**src/design/bblwb_pkg.sv**
```systemverilog
// shared types and constants of the bayer black level and white balance block
`default_nettype none
package bblwb_pkg;

  localparam int unsigned PIX_W          = 16;
  localparam int unsigned GAIN_W         = 20;
  localparam int unsigned CFG_IDX_W      = 8;
  localparam int unsigned CFG_DATA_W     = 20;
  localparam int unsigned GAIN_FRAC      = 12;
  localparam int unsigned PROD_W         = PIX_W + GAIN_W;
  localparam int unsigned PIXEL_BITS_DEF = 16;

  localparam logic [GAIN_W-1:0] GAIN_UNITY = GAIN_W'(4096);
  localparam logic [PROD_W:0]   ROUND_HALF = (PROD_W + 1)'(2048);

  // register indexes of the configuration port
  localparam logic [CFG_IDX_W-1:0] REG_BLACK_GR  = CFG_IDX_W'(0);
  localparam logic [CFG_IDX_W-1:0] REG_BLACK_RED = CFG_IDX_W'(1);
  localparam logic [CFG_IDX_W-1:0] REG_BLACK_BLU = CFG_IDX_W'(2);
  localparam logic [CFG_IDX_W-1:0] REG_BLACK_GB  = CFG_IDX_W'(3);
  localparam logic [CFG_IDX_W-1:0] REG_GAIN_GR   = CFG_IDX_W'(4);
  localparam logic [CFG_IDX_W-1:0] REG_GAIN_RED  = CFG_IDX_W'(5);
  localparam logic [CFG_IDX_W-1:0] REG_GAIN_BLU  = CFG_IDX_W'(6);
  localparam logic [CFG_IDX_W-1:0] REG_GAIN_GB   = CFG_IDX_W'(7);

  // bayer channel, bit 1 is row parity and bit 0 column parity
  typedef enum logic [1:0] {
    CH_GR  = 2'd0,
    CH_RED = 2'd1,
    CH_BLU = 2'd2,
    CH_GB  = 2'd3
  } chan_e;

  typedef struct packed {
    chan_e            ch;
    logic [PIX_W-1:0] pix;
  } item_t;

endpackage
`default_nettype wire

```
**src/design/bblwb_if.sv**
```systemverilog
// stream and configuration channel interfaces
`default_nettype none
interface bblwb_pix_if;
  import bblwb_pkg::*;
  logic             valid;
  logic             ready;
  logic [PIX_W-1:0] pixel_in;
  logic             frame_start;
  logic             line_start;
  modport source (output valid, output pixel_in, output frame_start, output line_start,
                  input ready);
  modport sink (input valid, input pixel_in, input frame_start, input line_start,
                output ready);
endinterface

interface bblwb_res_if;
  import bblwb_pkg::*;
  logic             valid;
  logic             ready;
  logic [PIX_W-1:0] pixel_out;
  logic             clipped;
  modport source (output valid, output pixel_out, output clipped, input ready);
  modport sink (input valid, input pixel_out, input clipped, output ready);
endinterface

interface bblwb_cfg_if;
  import bblwb_pkg::*;
  logic                  valid;
  logic                  ready;
  logic [CFG_IDX_W-1:0]  index;
  logic [CFG_DATA_W-1:0] data;
  modport source (output valid, output index, output data, input ready);
  modport sink (input valid, input index, input data, output ready);
endinterface
`default_nettype wire

```
**src/design/bblwb_front.sv**
```systemverilog
// front end: accepts pixels, tracks bayer parity and tags each pixel with its channel
`default_nettype none
module bblwb_front #(
  parameter int unsigned PIXEL_BITS = bblwb_pkg::PIXEL_BITS_DEF
) (
  input  wire logic            clk_i,
  input  wire logic            rst_ni,
  bblwb_pix_if.sink            pix_i,
  output bblwb_pkg::item_t     item_o,
  output logic                 item_valid_o,
  input  wire logic            item_ready_i
);
  import bblwb_pkg::*;

  localparam logic [PIX_W-1:0] PixMask = PIX_W'((32'd1 << PIXEL_BITS) - 32'd1);

  logic  row_odd_q, row_odd_d;
  logic  col_odd_q, col_odd_d;
  logic  valid_q, valid_d;
  item_t item_q;
  logic  take;
  logic  row, col;

  assign pix_i.ready = !valid_q || item_ready_i;
  assign take        = pix_i.valid && pix_i.ready;

  always_comb begin
    if (pix_i.frame_start) begin
      row = 1'b0;
    end else if (pix_i.line_start) begin
      row = !row_odd_q;
    end else begin
      row = row_odd_q;
    end
    col = (pix_i.frame_start || pix_i.line_start) ? 1'b0 : col_odd_q;
  end

  always_comb begin
    row_odd_d = row_odd_q;
    col_odd_d = col_odd_q;
    valid_d   = valid_q && !item_ready_i;
    if (take) begin
      row_odd_d = row;
      col_odd_d = !col;
      valid_d   = 1'b1;
    end
  end

  always_ff @(posedge clk_i or negedge rst_ni) begin
    if (!rst_ni) begin
      row_odd_q <= 1'b0;
      col_odd_q <= 1'b0;
      valid_q   <= 1'b0;
    end else begin
      row_odd_q <= row_odd_d;
      col_odd_q <= col_odd_d;
      valid_q   <= valid_d;
    end
  end

  always_ff @(posedge clk_i) begin
    if (take) begin
      item_q.ch  <= chan_e'({row, col});
      item_q.pix <= pix_i.pixel_in & PixMask;
    end
  end

  assign item_o       = item_q;
  assign item_valid_o = valid_q;

endmodule
`default_nettype wire

```
**src/design/bblwb_fifo.sv**
```systemverilog
// two-entry queue between the front end and the correction pipeline
`default_nettype none
module bblwb_fifo (
  input  wire logic              clk_i,
  input  wire logic              rst_ni,
  input  wire bblwb_pkg::item_t  wr_item_i,
  input  wire logic              wr_valid_i,
  output logic                   wr_ready_o,
  output bblwb_pkg::item_t       rd_item_o,
  output logic                   rd_valid_o,
  input  wire logic              rd_ready_i
);
  import bblwb_pkg::*;

  item_t       mem [2];
  logic        wr_ptr_q, wr_ptr_d;
  logic        rd_ptr_q, rd_ptr_d;
  logic [1:0]  count_q, count_d;
  logic        push, pop;

  assign wr_ready_o = (count_q != 2'd2);
  assign rd_valid_o = (count_q != 2'd0);
  assign push       = wr_valid_i && wr_ready_o;
  assign pop        = rd_valid_o && rd_ready_i;
  assign rd_item_o  = mem[rd_ptr_q];

  always_comb begin
    wr_ptr_d = push ? !wr_ptr_q : wr_ptr_q;
    rd_ptr_d = pop ? !rd_ptr_q : rd_ptr_q;
    count_d  = count_q;
    if (push && !pop) begin
      count_d = count_q + 2'd1;
    end else if (pop && !push) begin
      count_d = count_q - 2'd1;
    end
  end

  always_ff @(posedge clk_i or negedge rst_ni) begin
    if (!rst_ni) begin
      wr_ptr_q <= 1'b0;
      rd_ptr_q <= 1'b0;
      count_q  <= 2'd0;
    end else begin
      wr_ptr_q <= wr_ptr_d;
      rd_ptr_q <= rd_ptr_d;
      count_q  <= count_d;
    end
  end

  always_ff @(posedge clk_i) begin
    if (push) begin
      mem[wr_ptr_q] <= wr_item_i;
    end
  end

endmodule
`default_nettype wire

```
**src/design/bblwb_back.sv**
```systemverilog
// back end: register file, black subtract, gain multiply, round and saturate
`default_nettype none
module bblwb_back #(
  parameter int unsigned PIXEL_BITS = bblwb_pkg::PIXEL_BITS_DEF
) (
  input  wire logic              clk_i,
  input  wire logic              rst_ni,
  bblwb_cfg_if.sink              cfg_i,
  input  wire bblwb_pkg::item_t  item_i,
  input  wire logic              item_valid_i,
  output logic                   item_ready_o,
  bblwb_res_if.source            res_o
);
  import bblwb_pkg::*;

  localparam int unsigned RES_W = PROD_W + 1 - GAIN_FRAC;
  localparam logic [RES_W-1:0] PixMax = RES_W'((64'd1 << PIXEL_BITS) - 64'd1);

  logic [PIX_W-1:0]  black_q [4];
  logic [GAIN_W-1:0] gain_q  [4];

  logic              v1_q, v2_q, v3_q;
  logic              adv1, adv2, adv3;
  logic [PIX_W-1:0]  diff_q;
  logic [GAIN_W-1:0] gsel_q;
  logic [PROD_W-1:0] prod_q;
  logic [PIX_W-1:0]  pix_out_q;
  logic              clip_q;

  logic [PIX_W-1:0]  black_sel;
  logic [PROD_W:0]   rounded;
  logic [RES_W-1:0]  res;

  assign cfg_i.ready = 1'b1;

  always_ff @(posedge clk_i or negedge rst_ni) begin
    if (!rst_ni) begin
      for (int i = 0; i < 4; i++) begin
        black_q[i] <= '0;
        gain_q[i]  <= GAIN_UNITY;
      end
    end else if (cfg_i.valid) begin
      case (cfg_i.index)
        REG_BLACK_GR:  black_q[CH_GR]  <= cfg_i.data[PIX_W-1:0];
        REG_BLACK_RED: black_q[CH_RED] <= cfg_i.data[PIX_W-1:0];
        REG_BLACK_BLU: black_q[CH_BLU] <= cfg_i.data[PIX_W-1:0];
        REG_BLACK_GB:  black_q[CH_GB]  <= cfg_i.data[PIX_W-1:0];
        REG_GAIN_GR:   gain_q[CH_GR]   <= cfg_i.data[GAIN_W-1:0];
        REG_GAIN_RED:  gain_q[CH_RED]  <= cfg_i.data[GAIN_W-1:0];
        REG_GAIN_BLU:  gain_q[CH_BLU]  <= cfg_i.data[GAIN_W-1:0];
        REG_GAIN_GB:   gain_q[CH_GB]   <= cfg_i.data[GAIN_W-1:0];
        default: ;
      endcase
    end
  end

  // each stage moves when it is empty or the next one moves
  assign adv3         = !v3_q || res_o.ready;
  assign adv2         = !v2_q || adv3;
  assign adv1         = !v1_q || adv2;
  assign item_ready_o = adv1;

  assign black_sel = black_q[item_i.ch];
  assign rounded   = {1'b0, prod_q} + ROUND_HALF;
  assign res       = rounded[PROD_W:GAIN_FRAC];

  always_ff @(posedge clk_i or negedge rst_ni) begin
    if (!rst_ni) begin
      v1_q <= 1'b0;
      v2_q <= 1'b0;
      v3_q <= 1'b0;
    end else begin
      if (adv1) begin
        v1_q <= item_valid_i;
      end
      if (adv2) begin
        v2_q <= v1_q;
      end
      if (adv3) begin
        v3_q <= v2_q;
      end
    end
  end

  always_ff @(posedge clk_i) begin
    if (adv1 && item_valid_i) begin
      diff_q <= (item_i.pix > black_sel) ? item_i.pix - black_sel : '0;
      gsel_q <= gain_q[item_i.ch];
    end
    if (adv2 && v1_q) begin
      prod_q <= PROD_W'(diff_q) * PROD_W'(gsel_q);
    end
    if (adv3 && v2_q) begin
      if (res > PixMax) begin
        pix_out_q <= PixMax[PIX_W-1:0];
        clip_q    <= 1'b1;
      end else begin
        pix_out_q <= res[PIX_W-1:0];
        clip_q    <= 1'b0;
      end
    end
  end

  assign res_o.valid     = v3_q;
  assign res_o.pixel_out = pix_out_q;
  assign res_o.clipped   = clip_q;

endmodule
`default_nettype wire

```
**src/design/bayer_black_level_white_balance.sv**
```systemverilog
// top level: bayer black level subtraction and white balance gain, one pixel per clock while res_o is ready
// an input transfer passes the front register, the queue and the three back stages before its result is on res_o
// throughput: one pixel per cycle while res_o is ready, set by the fully pipelined multiply stage
// the front register, a two-entry queue and three back stages each stall on their own
// reset: parity goes to even row and column, black levels to 0, gains to 4096,
// and all stages and the queue empty
`default_nettype none
module bayer_black_level_white_balance #(
  parameter int unsigned PIXEL_BITS = bblwb_pkg::PIXEL_BITS_DEF
) (
  input  wire logic   clk_i,
  input  wire logic   rst_ni,
  bblwb_pix_if.sink   pix_i,
  bblwb_cfg_if.sink   cfg_i,
  bblwb_res_if.source res_o
);
  import bblwb_pkg::*;

  item_t front_item;
  logic  front_valid;
  logic  front_ready;
  item_t back_item;
  logic  back_valid;
  logic  back_ready;

  bblwb_front #(
    .PIXEL_BITS (PIXEL_BITS)
  ) u_front (
    .clk_i        (clk_i),
    .rst_ni       (rst_ni),
    .pix_i        (pix_i),
    .item_o       (front_item),
    .item_valid_o (front_valid),
    .item_ready_i (front_ready)
  );

  bblwb_fifo u_fifo (
    .clk_i      (clk_i),
    .rst_ni     (rst_ni),
    .wr_item_i  (front_item),
    .wr_valid_i (front_valid),
    .wr_ready_o (front_ready),
    .rd_item_o  (back_item),
    .rd_valid_o (back_valid),
    .rd_ready_i (back_ready)
  );

  bblwb_back #(
    .PIXEL_BITS (PIXEL_BITS)
  ) u_back (
    .clk_i        (clk_i),
    .rst_ni       (rst_ni),
    .cfg_i        (cfg_i),
    .item_i       (back_item),
    .item_valid_i (back_valid),
    .item_ready_o (back_ready),
    .res_o        (res_o)
  );

endmodule
`default_nettype wire
```
**src/flat_wrapper.sv**
```systemverilog
// flat-port wrapper written by rule: the top's interface ports become plain ports
module bayer_black_level_white_balance_flat import bblwb_pkg::*;
#(
  parameter int unsigned PIXEL_BITS = bblwb_pkg::PIXEL_BITS_DEF
)
  (clk_i, rst_ni, pix_i_valid, pix_i_pixel_in, pix_i_frame_start, pix_i_line_start, pix_i_ready, cfg_i_valid, cfg_i_index, cfg_i_data, cfg_i_ready, res_o_valid, res_o_pixel_out, res_o_clipped, res_o_ready);
  bblwb_pix_if pix_i_i ();
  bblwb_cfg_if cfg_i_i ();
  bblwb_res_if res_o_i ();
  input  wire logic clk_i;
  input  wire logic rst_ni;
  input wire logic [$bits(pix_i_i.valid)-1:0] pix_i_valid;
  input wire logic [$bits(pix_i_i.pixel_in)-1:0] pix_i_pixel_in;
  input wire logic [$bits(pix_i_i.frame_start)-1:0] pix_i_frame_start;
  input wire logic [$bits(pix_i_i.line_start)-1:0] pix_i_line_start;
  output wire logic [$bits(pix_i_i.ready)-1:0] pix_i_ready;
  input wire logic [$bits(cfg_i_i.valid)-1:0] cfg_i_valid;
  input wire logic [$bits(cfg_i_i.index)-1:0] cfg_i_index;
  input wire logic [$bits(cfg_i_i.data)-1:0] cfg_i_data;
  output wire logic [$bits(cfg_i_i.ready)-1:0] cfg_i_ready;
  output wire logic [$bits(res_o_i.valid)-1:0] res_o_valid;
  output wire logic [$bits(res_o_i.pixel_out)-1:0] res_o_pixel_out;
  output wire logic [$bits(res_o_i.clipped)-1:0] res_o_clipped;
  input wire logic [$bits(res_o_i.ready)-1:0] res_o_ready;
  assign pix_i_i.valid = pix_i_valid;
  assign pix_i_i.pixel_in = pix_i_pixel_in;
  assign pix_i_i.frame_start = pix_i_frame_start;
  assign pix_i_i.line_start = pix_i_line_start;
  assign pix_i_ready = pix_i_i.ready;
  assign cfg_i_i.valid = cfg_i_valid;
  assign cfg_i_i.index = cfg_i_index;
  assign cfg_i_i.data = cfg_i_data;
  assign cfg_i_ready = cfg_i_i.ready;
  assign res_o_valid = res_o_i.valid;
  assign res_o_pixel_out = res_o_i.pixel_out;
  assign res_o_clipped = res_o_i.clipped;
  assign res_o_i.ready = res_o_ready;
  bayer_black_level_white_balance #(.PIXEL_BITS(PIXEL_BITS)) u_core (.clk_i(clk_i), .rst_ni(rst_ni), .pix_i(pix_i_i), .cfg_i(cfg_i_i), .res_o(res_o_i));
endmodule
```
**config.mk**
```make
export PLATFORM = sky130hd
export DESIGN_NAME = bayer_black_level_white_balance_flat
export DESIGN_NICKNAME = d
export VERILOG_FILES = /design/src/design/bblwb_pkg.sv /design/src/design/bblwb_if.sv /design/src/design/bblwb_front.sv /design/src/design/bblwb_fifo.sv /design/src/design/bblwb_back.sv /design/src/design/bayer_black_level_white_balance.sv /design/src/flat_wrapper.sv
export SDC_FILE = /design/constraint.sdc
export NUM_CORES = 1
export LEC_CHECK = 0
export ABC_AREA = 1
export ABC_CLOCK_PERIOD_IN_PS = 6040
export BUFFER_PORTS_ARGS = -buffer_cell sky130_fd_sc_hd__buf_4
export CAP_MARGIN = 10
export CORE_UTILIZATION = 40
export DETAILED_ROUTE_END_ITERATION = 8
export PLACE_DENSITY_LB_ADDON = 0.25
export REMOVE_ABC_BUFFERS = 1
export SYNTH_ARGS = -nofsm -noshare
export SYNTH_HDL_FRONTEND = slang
export SYNTH_SLANG_ARGS = --single-unit
```
**constraint.sdc**
```tcl
create_clock -name clk_i -period 6.04 [get_ports clk_i]
set_clock_uncertainty 0.2 [all_clocks]
set_input_delay 1.208 -clock clk_i [delete_from_list [all_inputs] [get_ports clk_i]]
set_output_delay 1.208 -clock clk_i [all_outputs]
set_load 0.005 [all_outputs]
```
==> results of run 1 <==
-- what timing repair did --
action / in CTS / in global routing
endpoints found under the setup margin: 6 / 21
hold buffers: 0 / 0
pin swaps: 0 / 11
resized for setup: 2 / 65
buffers inserted: 15 / 21
-- cell type report --
cell class                 count  area share (%)
inverter                     547            7.73
tap                          765            3.60
sequential                   286            29.4
clock buffer                  47            3.47
timing repair buffer         185            5.77
multi-input combinational   1784            49.7
clock inverter                 9           0.273
-- cell families (layout without fill, tap and decap cells) --
group / after synthesis / in the layout
other: 1 / 1
DFF: 286 / 286
adders and majority gates: 373 / 373
muxes: 2 / 2
buffers and inverters: 676 / 788
AOI/OAI and AO/OA: 345 / 345
and+or+nand+nor: 1018 / 1018
xor gates and xnor gates: 45 / 45
-- critical path, cell delays in order, from the launching register on --
cell	delay, ns
edfxtp_1	0.36
buf_4	0.19
buf_4	0.17
nand2_1	0.06
inv_1	0.06
fa_1	0.49
inv_1	0.05
fa_1	0.48
inv_1	0.05
fa_1	0.49
fa_1	0.53
fa_1	0.50
inv_1	0.05
fa_1	0.52
inv_1	0.07
ha_4	0.30
nand2_1	0.09
nor2_2	0.12
inv_1	0.09
nor3_4	0.27
o21ai_0	0.21
nand4_1	0.14
xor2_1	0.07
-- state kept, by name, indices dropped and copies added, names as in the netlist --
name / count
u_core.u_fifo.count_q: 2
u_core.u_fifo.rd_ptr_q: 1
u_core.u_back.prod_q: 25
u_core.u_front.item_valid_o: 1
u_core.u_back.black_q: 64
u_core.u_front.item_o: 18
u_core.u_back.res_o.valid: 1
u_core.u_back.res_o.pixel_out: 16
u_core.u_back.gain_q: 80
u_core.u_back.v1_q: 1
u_core.u_back.v2_q: 1
u_core.u_fifo.wr_ptr_q: 1
u_core.u_fifo.mem: 36
u_core.u_back.gsel_q: 20
u_core.u_front.col_odd_q: 1
u_core.u_back.res_o.clipped: 1
u_core.u_front.row_odd_q: 1
u_core.u_back.diff_q: 16
-- metal layers --
metal	global-route usage (%)	vias up	wire [um]
met2	33.8	387	27700
met5	0	-	0
met4	5.86	0	1570
li1	-	8609	-
met3	2.12	95	2140
met1	24.9	8740	24600
-- final timing paths --
kind,startpoint,endpoint,slack [ns],cells after the start
worst max-delay path,u_core.u_back.diff_q[5],u_core.u_back.prod_q[20],0.21,22
worst min register to register,u_core.u_front.item_o[17],u_core.u_fifo.mem[1][17],0.25,0
min in group asynchronous,rst_ni,u_core.u_back.gain_q[55],0.48,1
worst min-delay path,u_core.u_front.item_o[17],u_core.u_fifo.mem[1][17],0.25,0
max in group asynchronous,rst_ni,u_core.u_back.gain_q[67],3.92,2
worst max register to register,u_core.u_back.diff_q[5],u_core.u_back.prod_q[20],0.21,22
-- through the flow --
step	cell area [um^2]	instances	utilization [%]
2_1_floorplan	22900	2617	-
3_5_place_dp	25000	3531	43.3
4_1_cts	26100	3602	45.3
3_3_place_gp	25000	3531	43.3
5_1_grt	26600	3623	46.0
6_report	26600	3623	46.0
-- layout by cell type (no fill, tap or decap), drive strengths merged, types with 2 or more instances in the layout --
cell type  instances
a31oi              3
o211ai             3
nand3b             2
clkinv             7
nand4             19
a32oi             21
o31ai              2
mux2i              2
inv              549
a21o               6
ha               123
nand2            809
and3               2
a32o              14
xor2              34
edfxtp           132
nor4               4
clkbuf            47
nor2              99
nor3              19
dfstp              4
o21bai             3
dfrtp            150
fa               250
buf              185
xnor2             11
a21oi            102
or2                6
nand3             56
o21ai            182
o21a               3
a21boi             3
==> results.md, run 1 <==
- Status: finished, final reports clean
- Sequential Area: 7820 um^2
- Gr ovfl total: 0
- Compound-Gate Fraction of Synth Area: 8.32%
- Buffers on Ports: 69
- Post-DR wirelength/cell: 15.5 um
- Post-DP HPWL: 44100 um
- CTS Sinks: 286
- Fillers: 5685
- Final Wtd Congestion: 0.883
- HP Class: flop to flop
- Synth async-reset ratio: 53.8%
- Root buffer cell: clkbuf_16
- Adder-Cell Fraction of Synth Area: 28.0%
- Max frequency: 0.172 GHz
- CTS Buffer Depth: 3
- Initial antenna violation count: 0
- Max-cap violations: 0
- # setup viols final: 0
- Post-Synth Simple-Gate Area: 17.4%
- Routed via count: 17.8k
- Yosys top cell area share: 21.4%
- Most common cell in the netlist: nand2_1
- Gr usage total: 19.3%
- Total core area: 57700 um^2
- Syn Area/Cell: 8.51 um^2
- Unrepaired setup endpoints after global routing: yes
- Max Slew Vio Count: 0
- Final Hold Vio Count: 0
- DRC Markers: 0
- Post-synthesis xor/xnor area fraction: 1.69%
- Hold slack: 0.245 ns
- Netlist Area Pre-Place: 23400 um^2
- Pre-CTS setup slack: -0.227 ns
- Fin Setup TNS: 0 ns
- Tcrit/Tclk final: 96.5%
- Arr. time, crit path: 5.94 ns
- Final net count: 3258
- Final wirelength: 56000 um
- Largest family of logic cells by synthesized area: adder cells
- Footprint of the multi-input gates: 13200 um^2
- Clock transition at path regs: 0.06 ns
- Iteration-0 DRC count of the detailed router: 1107
- Synth-to-layout area growth: 13.7%
- Cts bufs inserted: 30
- Setup ws final: 0.214 ns
- First-pass GRT wire length: 93400 um
- Relative slew slack: 26.5%
- Worst EP required: 6.16 ns
- CP Class: flop to flop
- Post-route ant nets: 0
- Pre-Repair DR Iteration Count: 8
- Ys flop type: dfrtp_1
- Initial Utilization: 40.5%
- CP Capture Type: flop
- Highest net fanout along the worst path: 11
- Ranking of synthesized cells by area: fa_1 (21%), edfxtp_1 (17%), dfrtp_1 (16%), nand2_1 (13%), inv_1 (8.7%)
- Post-synth EDFFs: 132
- Ant diodes: 0
- Mux contribution to synthesized area: 0.0857%
- Distinct cell type count after synthesis: 49
- Actual slew at the worst max-slew pin: 1.10 ns
- DR vias/cell: 4.92
- H-tree depth: 1
- Die height: 244 um
- Top cells by count, synth: nand2_1 (806), inv_1 (544), fa_1 (250)
- Clk_lat worst skew: 0.60 ns
- Syn Inst Count: 2746
- Largest net degree at the start of global routing: 100
- Die width: 244 um
- Layout cell share with drive strength beyond 1: 10.6%
- Sequential element share of the synthesized area: 33.5%
- Num rows: 88
- Vias in the first global route: 18.3k
- Period minus WS final: 5.83 ns
- Critical Path Source Type: flop
- Synth warn: 0
- Seq cells post-synth: 286
- Synth area leader: fa_1
- DIE AREA: 59400 um^2
- CTS tree: yes
- Num ports: 71
Power of run 1 is not shown: default switching activity piles up to over one toggle a cycle in this logic, so the estimate is an artifact.
==> run 2: changes to the inputs <==
Settings changed: GPL_ROUTABILITY_DRIVEN from default to 1, MAX_ROUTING_LAYER from default to met4.
==> results.md, run 2 (same netlist as run 1, synthesis figures left out) <==
- R2r setup slk: 0.17 ns (was 0.21 ns)
- CTS Buffer Depth: 3 (unchanged)
- Crit-path max cell delay: 0.56 ns (was 0.53 ns)
- Worst-path cell chain: buf_6 > nand2_1 > inv_1 > fa_1 > inv_1 > fa_1 > fa_1 > inv_1 > fa_1 > fa_1 > inv_1 > fa_1 > inv_1 > ha_4 > nand2_2 > nor2_4 > inv_2 > nor3_4 > nand4_1 > nand4_1 > xor2_1 (was buf_4 > buf_4 > nand2_1 > inv_1 > fa_1 > inv_1 > fa_1 > inv_1 > fa_1 > fa_1 > fa_1 > inv_1 > fa_1 > inv_1 > ha_4 > nand2_1 > nor2_2 > inv_1 > nor3_4 > o21ai_0 > nand4_1 > xor2_1)
- Commonest non-fill, non-tap cells in the layout: nand2_1 (796), inv_1 (542), fa_1 (249) (was nand2_1 (797), inv_1 (544), fa_1 (250))
- Layout cell share with drive strength beyond 1: 11.1% (was 10.6%)
- Tcrit/Tclk final: 97.2% (was 96.5%)
- Final Wtd Congestion: 0.888 (was 0.883)
- Post-DR wirelength/cell: 15.6 um (was 15.5 um)
- First-pass GRT wire length: 94400 um (was 93400 um)
- Worst EP required: 6.18 ns (was 6.16 ns)
- Num ports: 71 (unchanged)
- Synth-to-layout area growth: 14.6% (was 13.7%)
- Max frequency: 0.170 GHz (was 0.172 GHz)
- Pre-Repair DR Iteration Count: 5 (was 8)
- Post-DP HPWL: 44800 um (was 44100 um)
- Vias in the first global route: 18.3k (about the same)
- Actual slew at the worst max-slew pin: 1.14 ns (was 1.10 ns)
- Critical Path Source Type: flop (unchanged)
- Buffers on Ports: 69 (unchanged)
- Max Slew Vio Count: 0 (unchanged)
- Die height: 244 um (unchanged)
- Gr ovfl total: 0 (unchanged)
- HP Class: flop to flop (unchanged)
- DIE AREA: 59400 um^2 (unchanged)
- DRC Markers: 0 (unchanged)
- Max FFs per register: 80 (unchanged)
- Die width: 244 um (unchanged)
- Routed via count: 17.9k (was 17.8k)
- Highest net fanout along the worst path: 7 (was 11)
- Most frequent CP cell: fa_1
- CP Capture Type: flop (unchanged)
- CP delay by family, top: adder cells (unchanged)
- CTS tree: yes (unchanged)
- Crit-path slowest cell: fa_1 (unchanged)
- Total core area: 57700 um^2 (unchanged)
- CP Buf/Inv Count: 7 (was 8)
- Biggest register: u_core.u_back.gain_q (unchanged)
- Gr usage total: 20.2% (was 19.3%)
- Clk_lat worst skew: 0.61 ns (was 0.60 ns)
- Post-route ant nets: 0 (unchanged)
- Initial antenna violation count: 1 (was 0)
- CTS Sinks: 286 (unchanged)
- Leading cell type in the layout, fill and taps excluded: nand2_1 (unchanged)
- Arr. time, crit path: 6.01 ns (was 5.94 ns)
- Root buffer cell: clkbuf_16 (unchanged)
- Ant diodes: 0 (unchanged)
- Regs by FF count: u_core.u_back.gain_q: 80 flops, u_core.u_back.black_q: 64 flops, u_core.u_fifo.mem: 36 flops (unchanged)
- Largest net degree at the start of global routing: 119 (was 100)
- DR vias/cell: 4.93 (was 4.92)
- Final Hold Vio Count: 0 (unchanged)
- Num rows: 88 (unchanged)
- Clock transition at path regs: 0.06 ns (about the same)
- Final net count: 3270 (was 3258)
- Period minus WS final: 5.87 ns (was 5.83 ns)
- Fin Setup TNS: 0 ns (unchanged)
- Iteration-0 DRC count of the detailed router: 1190 (was 1107)
- Final wirelength: 56900 um (was 56000 um)
- Initial Utilization: 40.5% (unchanged)
- Relative slew slack: 23.8% (was 26.5%)
- Cts bufs inserted: 31 (was 30)
- Fillers: 5646 (was 5685)
- Status: finished, final reports clean (unchanged)
- CP Class: flop to flop (unchanged)
- H-tree depth: 1 (unchanged)
- # setup viols final: 0 (unchanged)
- Max-cap violations: 0 (unchanged)
[run 2: changes by cell type in the layout (fill, tap and decap cells not counted), moves of 3 or more]
cell | previous run | this run
buf_4 | 168 | 179
clkinv_2 | 6 | 1
ha_4 | 6 | 10
clkinvlp_4 | 0 | 3
clkbuf_8 | 6 | 3
ha_2 | 4 | 1
[run 2: cell type report]
cell class                 count  area (um^2)  area share, %
multi-input combinational   1784        13300           49.6
sequential                   286         7820           29.2
inverter                     547         2050           7.67
timing repair buffer         196         1610           6.00
tap                          765          957           3.57
clock buffer                  45          901           3.36
clock inverter                13          145          0.542
[run 2: metal layers]
layer | GRT usage, % | vias to the layer above | routed length [um]
met2 | 34.5 | 402 | 28200
met1 | 25.5 | 8778 | 25100
met3 | 2.05 | 85 | 2170
met5 | - | - | 0
li1 | - | 8643 | -
met4 | 5.42 | 0 | 1380
[run 2: worst paths after layout]
check | depth (start not counted) | start | to
max | 21 | u_core.u_back.gsel_q[10] | u_core.u_back.prod_q[20]
min reg2reg | 0 | u_core.u_front.item_o[11] | u_core.u_fifo.mem[1][11]
max reg2reg | 21 | u_core.u_back.gsel_q[10] | u_core.u_back.prod_q[20]
max in group asynchronous | 2 | rst_ni | u_core.u_fifo.count_q[1]
min in group asynchronous | 1 | rst_ni | u_core.u_back.gain_q[75]
min | 0 | u_core.u_front.item_o[11] | u_core.u_fifo.mem[1][11]
[run 2: what timing repair did]
action,4_1_cts,5_1_grt
setup endpoints to repair,6,21
resized for setup,6,71
hold buffers,0,0
pin swaps,0,18
buffers inserted,14,27
[run 2: stage by stage]
stage | area (um^2) | util [%] | hold WS (ns) | setup WS, ns | std cells
2_1_floorplan | 22900 | - | 0.221 | 0.238 | 2617
3_3_place_gp | 25000 | 43.4 | 0.227 | -0.305 | 3537
3_5_place_dp | 25000 | 43.4 | 0.234 | -0.328 | 3537
4_1_cts | 26300 | 45.5 | 0.250 | 0.0100 | 3609
5_1_grt | 26800 | 46.4 | 0.261 | -0.0141 | 3636
6_report | 26800 | 46.4 | 0.246 | 0.169 | 3636
Power of run 2 is left out for the same reason.
